==> config.mk <==
export PLATFORM = sky130hd
export DESIGN_NAME = pra_queue
export DESIGN_NICKNAME = d
export VERILOG_FILES = /design/src/rtl/pra_pkg.sv /design/src/rtl/pra_queue.sv
export SDC_FILE = /design/constraint.sdc
export NUM_CORES = 1
export LEC_CHECK = 0
export BUFFER_PORTS_ARGS = -buffer_cell sky130_fd_sc_hd__clkbuf_2
export CORE_AREA = 2 2 39 41
export CTS_CLUSTER_DIAMETER = 200
export DETAILED_ROUTE_END_ITERATION = 8
export DIE_AREA = 0 0 41 43
export GPL_TIMING_DRIVEN = 0
export SETUP_SLACK_MARGIN = 0.1
export SLEW_MARGIN = 30
export SYNTH_ARGS = -nofsm -noshare
export SYNTH_HDL_FRONTEND = slang
export SYNTH_SLANG_ARGS = --single-unit
==> constraint.sdc <==
create_clock -name clk -period 1.76 [get_ports clk]
set_clock_uncertainty 0.15 [all_clocks]
set_input_delay 0.44 -clock clk [delete_from_list [all_inputs] [get_ports clk]]
set_output_delay 0.44 -clock clk [all_outputs]
set_load 0.05 [all_outputs]
==> src/rtl/pra_pkg.sv <==
// Shared types, constants and tables for the point rotation block.
package pra_pkg;

	localparam int CORDIC_STEPS_DEF = 18;
	localparam int TAB_LEN = 30;
	localparam int NROT = 5;
	localparam int CX = 37;
	localparam int AW = 28;
	localparam int CW = 30;
	localparam int PW = 36;
	localparam int COEF_FRAC = 28;
	localparam int QDEPTH = 4;

	localparam logic signed [AW-1:0] ANG_FULL = AW'(23592960);
	localparam logic signed [AW-1:0] ANG_HALF = AW'(11796480);
	localparam logic signed [AW-1:0] ANG_QUARTER = AW'(5898240);
	localparam logic signed [31:0] INV_GAIN = 32'sd652032874;

	localparam logic [2:0] REG_SX = 3'd0;
	localparam logic [2:0] REG_SY = 3'd1;
	localparam logic [2:0] REG_SZ = 3'd2;
	localparam logic [2:0] REG_EX = 3'd3;
	localparam logic [2:0] REG_EY = 3'd4;
	localparam logic [2:0] REG_EZ = 3'd5;
	localparam logic [2:0] REG_TURN = 3'd6;

	localparam logic [2:0] JOB_ZA = 3'd0;
	localparam logic [2:0] JOB_LEN = 3'd1;
	localparam logic [2:0] JOB_XA = 3'd2;
	localparam logic [2:0] JOB_R0 = 3'd3;
	localparam logic [2:0] JOB_R1 = 3'd4;
	localparam logic [2:0] JOB_R2 = 3'd5;
	localparam logic [2:0] JOB_R3 = 3'd6;
	localparam logic [2:0] JOB_R4 = 3'd7;

	typedef logic signed [CW-1:0] coef_w_t;

	typedef struct packed {
		coef_w_t [NROT-1:0] c;
		coef_w_t [NROT-1:0] s;
	} coef_t;

	typedef struct packed {
		logic [31:0] w;
		logic signed [32:0] dz;
		logic signed [32:0] dy;
		logic signed [32:0] dx;
	} point_t;

	typedef enum logic [1:0] {
		SEQ_IDLE,
		SEQ_LOAD,
		SEQ_RUN,
		SEQ_FIN
	} seq_state_t;

	// atan(2^-i) in 1/65536 degree
	function automatic logic [22:0] atan_tab(input logic [4:0] i);
		logic [22:0] r;
		unique case (i)
			5'd0: r = 23'd2949120;
			5'd1: r = 23'd1740967;
			5'd2: r = 23'd919879;
			5'd3: r = 23'd466945;
			5'd4: r = 23'd234379;
			5'd5: r = 23'd117304;
			5'd6: r = 23'd58666;
			5'd7: r = 23'd29335;
			5'd8: r = 23'd14668;
			5'd9: r = 23'd7334;
			5'd10: r = 23'd3667;
			5'd11: r = 23'd1833;
			5'd12: r = 23'd917;
			5'd13: r = 23'd458;
			5'd14: r = 23'd229;
			5'd15: r = 23'd115;
			5'd16: r = 23'd57;
			5'd17: r = 23'd29;
			5'd18: r = 23'd14;
			5'd19: r = 23'd7;
			5'd20: r = 23'd4;
			5'd21: r = 23'd2;
			5'd22: r = 23'd1;
			default: r = 23'd0;
		endcase
		return r;
	endfunction

endpackage

==> src/rtl/pra_queue.sv <==
// Short request queue between the front and the rotation pipeline.
module pra_queue #(
	parameter int W = 1,
	parameter int DEPTH = pra_pkg::QDEPTH
) (
	input  logic         clk,
	input  logic         arst_n,
	input  logic         push,
	input  logic [W-1:0] wdata,
	input  logic         pop,
	output logic [W-1:0] rdata,
	output logic         full,
	output logic         nonempty
);
	localparam int AB = (DEPTH > 1) ? $clog2(DEPTH) : 1;
	localparam int CB = $clog2(DEPTH + 1);

	logic [W-1:0] mem_q [DEPTH];
	logic [AB-1:0] rd_q, wr_q;
	logic [CB-1:0] count_q;

	assign full = (count_q == CB'(DEPTH));
	assign nonempty = (count_q != '0);
	assign rdata = mem_q[rd_q];

	always_ff @(posedge clk or negedge arst_n) begin
		if (!arst_n) begin
			rd_q <= '0;
			wr_q <= '0;
			count_q <= '0;
		end else begin
			if (push) wr_q <= (wr_q == AB'(DEPTH - 1)) ? '0 : wr_q + AB'(1);
			if (pop) rd_q <= (rd_q == AB'(DEPTH - 1)) ? '0 : rd_q + AB'(1);
			if (push && !pop) count_q <= count_q + CB'(1);
			else if (pop && !push) count_q <= count_q - CB'(1);
		end
	end

	always_ff @(posedge clk) begin
		if (push) mem_q[wr_q] <= wdata;
	end

	a_no_overflow: assert property (@(posedge clk) disable iff (!arst_n)
		count_q <= CB'(DEPTH))
		else $error("queue overflow");
	a_no_push_full: assert property (@(posedge clk) disable iff (!arst_n)
		push |-> !full)
		else $error("push into full queue");
	a_no_pop_empty: assert property (@(posedge clk) disable iff (!arst_n)
		pop |-> nonempty)
		else $error("pop from empty queue");

endmodule

---- Yosys cells after proc, flatten, opt, wreduce, memory -nomap -nowiden ----
Memories as Yosys holds them, arrays and structs flattened.
Index checks and enable logic that the tools add are counted.
word-level totals
  bits in registers ....................... 7
  latch bits .............................. 0
  memory bits (writable) .................. 4
  ROM bits ................................ 0
  output and inout port bits .............. 3
  word-level logic and storage cells ...... 23
  memories ................................ 1
memory list
  memory  depth  bits a word  rd ports  clocked after memory_dff  write ports  RTL line         text
  mem_q   4      1            1         0                         1            pra_queue.sv:18  logic [W-1:0] mem_q [DEPTH];
cells by class
  $add $sub $neg .......................... 4
  multiply operators ...................... 0
  divide/modulo/power cells ............... 0
  $lt $le $gt $ge ......................... 0
  equality and inequality tests ........... 3
  shift-type cells ........................ 0
  mux-type cells .......................... 6
  bitwise logic cells ..................... 0
  reductions and logical operators ........ 6
operators with widths
  operator                                                            count
  3-bit two-way mux                                                   2
  2-bit by 1-bit adder with 2-bit output, second input constant       2
  2-bit equality test, second input constant                          2
  2-bit two-way mux                                                   2
  3-bit by 1-bit adder with 3-bit output, second input constant       1
  3-bit equality test, second input constant                          1
  3-bit nonzero test                                                  1
  3-bit by 1-bit subtractor with 3-bit output, second input constant  1
  1-bit logical AND                                                   2
  1-bit logical NOT                                                   2
  1-bit two-way mux                                                   2
  2-bit nonzero test                                                  1

---- Longest topological paths before layout ----
Gate-level depths: netlist of run 1.
  depth in word-level cells ............... 4
  mapped depth ............................ 7
  mapped depth without buffers ............ 7

---- Worst setup path before layout of run 1 ----
Ideal clock, no wire load.
  kind .................................... reg-to-output
  start point ............................. reg count_q[0]
  end point ............................... out full
  arrival ................................. 1594 ps
  data required time ...................... 1170 ps
  setup slack ............................. -424 ps
  cell stages (with the launch flop) ...... 2
  buffers on the path ..................... 0
  cells stage by stage .................... dfrtp_1 > nor3b_1
on the way
  word-level cells in the longest chain between the ends .. 1
RTL lines
  what                      RTL line         text
  start: declaration        pra_queue.sv:20  logic [CB-1:0] count_q;
  start signal: assignment  pra_queue.sv:34  if (push && !pop) count_q <= count_q + CB'(1);
  start signal: assignment  pra_queue.sv:35  else if (pop && !push) count_q <= count_q - CB'(1);
  3-bit equality test       pra_queue.sv:22  assign full = (count_q == CB'(DEPTH));
  end: declaration          pra_queue.sv:12  output logic full,
No other way between the ends.

---- Worst setup path after layout of run 1 ----
  start point ............................. reg rd_q[0]
  end point ............................... out rdata
on the way
  word-level cells in the longest chain between the ends .. 1
RTL lines
  what                      RTL line         text
  start: declaration        pra_queue.sv:19  logic [AB-1:0] rd_q, wr_q;
  start signal: assignment  pra_queue.sv:33  if (pop) rd_q <= (rd_q == AB'(DEPTH - 1)) ? '0 : rd_q + AB'(1);
  memory read 4 x 1 bit     n/a
  end: declaration          pra_queue.sv:11  output logic [W-1:0] rdata,
No other way between the ends.

==> results.md, run 1 <==
* Core Area at 1380 um2
* Critical path data required time at 1170 ps
* CTS tree: done
* Failing checks: negative setup slack
* Post-synthesis cell area at 554 um2
* Worst-Skew Late Latency at 260 ps
* CTS Buf Count at 3
* #FFs+latches synth at 11
* Setup-failing EPs final at 2
* Synth Net Count at 54
* DR vias at 325
* # Max-Cap Violations at 0
* Tmin final at 1930 ps
* Post-route design area at 733 um2
* Min-delay worst type: primary input to register
* Iter 0 DRT Violations at 5
* Die ar. at 1760 um2
* Fin nets at 71
* Clock root cell: clkbuf_4
* Post-placement cell area at 626 um2
* Sequential-to-total area share from yosys stat at 53.3%
* Die Span X at 41 um
* Slew @ Worst Pin at 188 ps
* Critical path class: register to primary output
* Drt first pass iters at 4
* Final hold vios at 0
* # IOs at 8
* Placer Congestion at 0.681
* Critical Path End Type: primary output
* DR vias/cell at 4.39
* Synth cell types at 17
* CP Launch Type: register
* Gr ovfl total at 0
* DRC violation count after routing at 0
* ANT nets after route at 0
* RSZ-0062 raised after global routing: yes
* WL/cell at 9.77 um
* Period utilization at 110%
* N_diodes at 0
* IO buf count at 7
* First-pass GRT wire length at 1.30 mm
* Leak Pwr at 0.328 nW
* Final wirelength at 723 um
* Final WS setup at -171 ps
* Total GRT Usage at 11.7%
* Critical path peak fanout at 2
* Arr. time, crit path at 1340 ps
* HPWL after DPL at 529 um
* Fmax achieved at 518 MHz
* Row cnt at 14
* P&R area growth vs syn at 32.3%
* TNS Setup at -236 ps
* Largest net degree at the start of global routing at 10
* Starting density of the core at 40.1%
* Initial antenna violation count at 0
* Worst VDD drop at 0.000752 V
* CTS H-tree depth at 1
* Yosys warning count at 0
* Share of layout cells above drive strength 1 at 43.1%
* Final Max Tran Viols at 0
* Fillers at 131
* Syn Area/Cell at 13.2 um2
* CTS clk-pin slew, worst paths at 70 ps
* Post-Syn Instances at 42
* Die Y at 43 um
* Headroom to the max-slew limit at 87.5%
* Power per cell area at 1670 nW/um2
* Status: finished with violations
* Clock Path Buffers at 2
* Vias in the first global route at 329
* Sink Count at 11
## through the flow
stage / hold slack, ps / setup slack [ps] / utilization [%] / power [mW] / cells
detailed placement: 144 / -86.8 / 45.2 / 0.896 / 65
CTS: 234 / -200 / 51.0 / 1.16 / 72
finish: 244 / -171 / 53.0 / 1.22 / 74
global placement: 142 / -91.4 / 45.2 / 0.888 / 65
global route: 251 / -233 / 53.0 / 1.32 / 74
floorplan: -5.59 / 119 / - / 0.808 / 42
## per-layer routing
metal	track usage, %	share of wire (%)
met4	8.00	0.55
met1	15.5	50
met2	15.0	45
met3	4.71	4.0
met5	0	0
## cells by family after synthesis
| family | Yosys count | share of synthesized area, % |
|---|---|---|
| muxes | 3 | 8.13 |
| adders and majority gates | 7 | 17.2 |
| AOI/OAI and AO/OA | 3 | 3.39 |
| and+or+nand+nor | 11 | 10.6 |
| xor gates and xnor gates | 3 | 4.74 |
| DFF | 11 | 53.3 |
| buffers and inverters | 4 | 2.71 |
## sequential cells by signal, indices dropped and copies added, names as in the netlist
register  count
rd_q          2
wr_q          2
count_q       3
mem_q         4
## power breakdown
part	leakage (nW)	switching, mW	internal [mW]
combinational	0.195	0.284	0.323
clock	0.0150	0.0778	0.0875
sequential	0.118	0.0815	0.368
## cells in the final DEF, fill, tap and decap left out, drive strengths merged, types with 2 or more instances in the layout
cell type	count
buf	7
edfxtp	4
xor2	2
mux2	2
ha	6
dfrtp	7
clkbuf	8
inv	4
nor2	2
nand2	2
o21ai	2
and2	4
## critical path, cell delays in order, from the launching register on
cell and delay, ps:
dfrtp_1 380, mux4_2 530, buf_8 170
## cell usage after synthesis
| cell | number | area share (%) |
|---|---|---|
| mux2_2 | 2 | 4.1 |
| or3_1 | 1 | 1.1 |
| o21ai_0 | 2 | 1.8 |
| inv_1 | 4 | 2.7 |
| edfxtp_1 | 4 | 22 |
| nor3b_1 | 1 | 1.4 |
| nand2_1 | 2 | 1.4 |
| dfrtp_1 | 7 | 32 |
| fa_1 | 1 | 3.6 |
| mux4_2 | 1 | 4.1 |
| ha_1 | 6 | 14 |
| a21o_2 | 1 | 1.6 |
| and2_1 | 4 | 4.5 |
| xor2_1 | 2 | 3.2 |
| nor2_1 | 2 | 1.4 |
| nor3_1 | 1 | 0.90 |
| xnor2_1 | 1 | 1.6 |
## area by class of cell
type | instances | area (um2) | share of cell area [%]
timing repair buffer | 12 | 109 | 14.8
clock buffer | 4 | 26.3 | 3.58
multi-input combinational | 27 | 265 | 36.2
inverter | 4 | 15.0 | 2.05
tap | 16 | 20.0 | 2.73
sequential | 11 | 298 | 40.6
## final timing paths
check | startpoint | end | slack, ps | cells past startpoint
min in group asynchronous | arst_n | rd_q[0] | 400 | 2
worst min register to register | rd_q[1] | rd_q[1] | 410 | 1
worst min-delay path | wdata | mem_q[1] | 240 | 1
worst max register to register | count_q[0] | count_q[2] | 170 | 5
max in group asynchronous | arst_n | count_q[0] | 880 | 2
worst max-delay path | rd_q[0] | rdata | -170 | 2
## timing repair
item,4_1_cts,5_1_grt
hold buffers,1,0
resized for setup,8,5
gates cloned,0,0
endpoints found under the hold margin,7,0
pin swaps,1,2
buffers inserted,2,2
endpoints found under the setup margin,3,4
Note: power is estimated with default switching activity, not from simulation.
==> run 2, diff against run 1 <==
- BUFFER_PORTS_ARGS: -buffer_cell sky130_fd_sc_hd__clkbuf_2 -> unset
- DONT_BUFFER_PORTS: unset -> 1
==> run 2 against run 1 <==
The flow still finishes with violations (negative setup slack). Wire length is 26% higher. Hold slack worse by 120 ps. Global-route usage grew 1.2 points. Fmax is 1.2% higher. Sequential cell count did not move. Critical endpoint unchanged. Largest cell class unchanged.
==> results.md, run 2 (synthesized netlist as in run 1, its figures left out) <==
* Status: finished with violations
* Failing checks: negative setup slack
* CP Launch Type: register
* Worst VDD drop at 0.000540 V
* Row cnt at 14
* Sequential Power Share at 38.7%
* Top Metal Used: met4
* Power Internal at 0.724 mW
* Final WS setup at -148 ps
* Critical path peak fanout at 2
* Starting density of the core at 40.1%
* Fillers at 128
* CTS tree: done
* Fin cells at 68
* Fin nets at 65
* WP buf/inv at 0
* Critical Path End Type: primary output
* Critical Path Max Stage Delay at 670 ps
* Iter 0 DRT Violations at 1
* Gr ovfl total at 0
* Vias in the first global route at 371
* First-pass GRT wire length at 1.46 mm
* NetSw at 0.460 mW
* Critical path data required time at 1170 ps
* WL/cell at 13.4 um
* Worst R2R End: count_q[2]
* Leak Pwr at 0.294 nW
* Arr. time, crit path at 1320 ps
* Register area at 298 um2
* Worst Hold Depth at 0
* Min-delay worst type: primary input to register
* Sw Ratio at 38.8%
* Fin Hold WS at 120 ps
* Clock Path Buffers at 2
* RSZ-0062 raised after global routing: yes
* Routed wl met3 at 47 um
* Power per cell area at 1740 nW/um2
* Slowest stage cell, crit path: mux4_2
* DR vias/cell at 4.97
* Clock root cell: clkbuf_4
* R2R depth at 5
* Crit. Startpoint: rd_q[0]
* Critical Path, Cell by Cell: mux4_2
* Share of layout cells above drive strength 1 at 36.5%
* # Max-Cap Violations at 0
* Final Max Tran Viols at 0
* DR vias at 338
* Die ar. at 1760 um2
* Largest net degree at the start of global routing at 10
* Max reg flops at 4
* Fmax achieved at 524 MHz
* # IOs at 8
* IO buf count at 0
* HPWL after DPL at 656 um
* Placer Congestion at 0.728
* Reg2reg setup slack at 120 ps
* Placed insts at 58
* Largest regs: mem_q: 4 flops, count_q: 3 flops
* Tmin final at 1910 ps
* Critical path class: register to primary output
* N_diodes at 0
* Combinational Power Share at 46.9%
* DR WL met2 at 515 um
* Total GRT Usage at 12.9%
* Die Y at 43 um
* Pre-CTS WS at -10.0 ps
* Final hold vios at 0
* Initial antenna violation count at 0
* Top reg by flops: mem_q
* Worst-Skew Late Latency at 270 ps
* P&R area growth vs syn at 22.6%
* ANT nets after route at 0
* Sink Count at 11
* Setup-failing EPs final at 3
* Drt first pass iters at 2
* M1 WL at 336 um
* CTS Buf Count at 3
* Hold wc startpoint: wdata
* DRC violation count after routing at 0
* Final wirelength at 914 um
* Slew @ Worst Pin at 571 ps
* Core Area at 1380 um2
* WHS Endpoint: mem_q[2]
* Critical R2R Launch: count_q[1]
* Clk network pwr share at 14.5%
* CTS H-tree depth at 1
* Headroom to the max-slew limit at 61.9%
* Die Span X at 41 um
* CTS clk-pin slew, worst paths at 70 ps
* Commonest non-fill, non-tap cells in the layout: ha_1 (5), dfrtp_1 (5), and2_1 (4), edfxtp_1 (4)
* Multi-input gate area at 265 um2
* Period utilization at 108%
* Delay-heaviest family, CP: multiplexers
-- run 2: cell types whose count changed in the layout (fill, tap and decap cells not counted), sizes merged --
cell	delta
buf	-2
clkbuf	-4
-- run 2: routing by layer --
metal / track usage (%) / vias up
met5: 0 / -
met4: 6.00 / 0
met3: 5.24 / 2
met2: 20.9 / 7
met1: 13.6 / 165
li1: - / 164
-- run 2: cell type report --
type,instances,area share (%)
timing repair buffer,6,8.10
multi-input combinational,27,39.0
clock buffer,4,3.87
inverter,4,2.21
tap,16,2.95
sequential,11,43.8
-- run 2: how the worst max path moves through the flow --
stage / slack [ps] / cells past startpoint / end
after detailed placement: -10 / 7 / count_q[2]
after global routing: -200 / 1 / rdata
after floorplan: 120 / 7 / count_q[2]
after global placement: 80 / 7 / count_q[2]
final: -150 / 1 / rdata
after CTS: -170 / 1 / rdata
-- run 2: metrics by stage --
stage	setup TNS (ps)	cell area, um2	util [%]	power (mW)
4_1_cts	-252	672	48.6	1.17
3_5_place_dp	-10.0	591	42.7	0.894
5_1_grt	-351	679	49.1	1.27
3_3_place_gp	0	591	42.7	0.845
2_1_floorplan	0	571	-	0.808
6_report	-242	679	49.1	1.18
-- run 2: timing repair --
action | CTS | global route
pin swaps | 1 | 5
setup buffers | 5 | 1
gates cloned | 0 | 0
resized for setup | 3 | 2
endpoints found under the setup margin | 3 | 5
hold buffers | 1 | 0
endpoints found under the hold margin | 7 | 0
-- run 2: power groups by stage --
stage / clock network (mW) / logic (mW) / registers [mW]
after floorplan: 0 / 0.358 / 0.451
after global placement: 0 / 0.383 / 0.461
after detailed placement: 0 / 0.420 / 0.474
after CTS: 0.174 / 0.537 / 0.457
after global routing: 0.191 / 0.604 / 0.472
final: 0.171 / 0.554 / 0.458
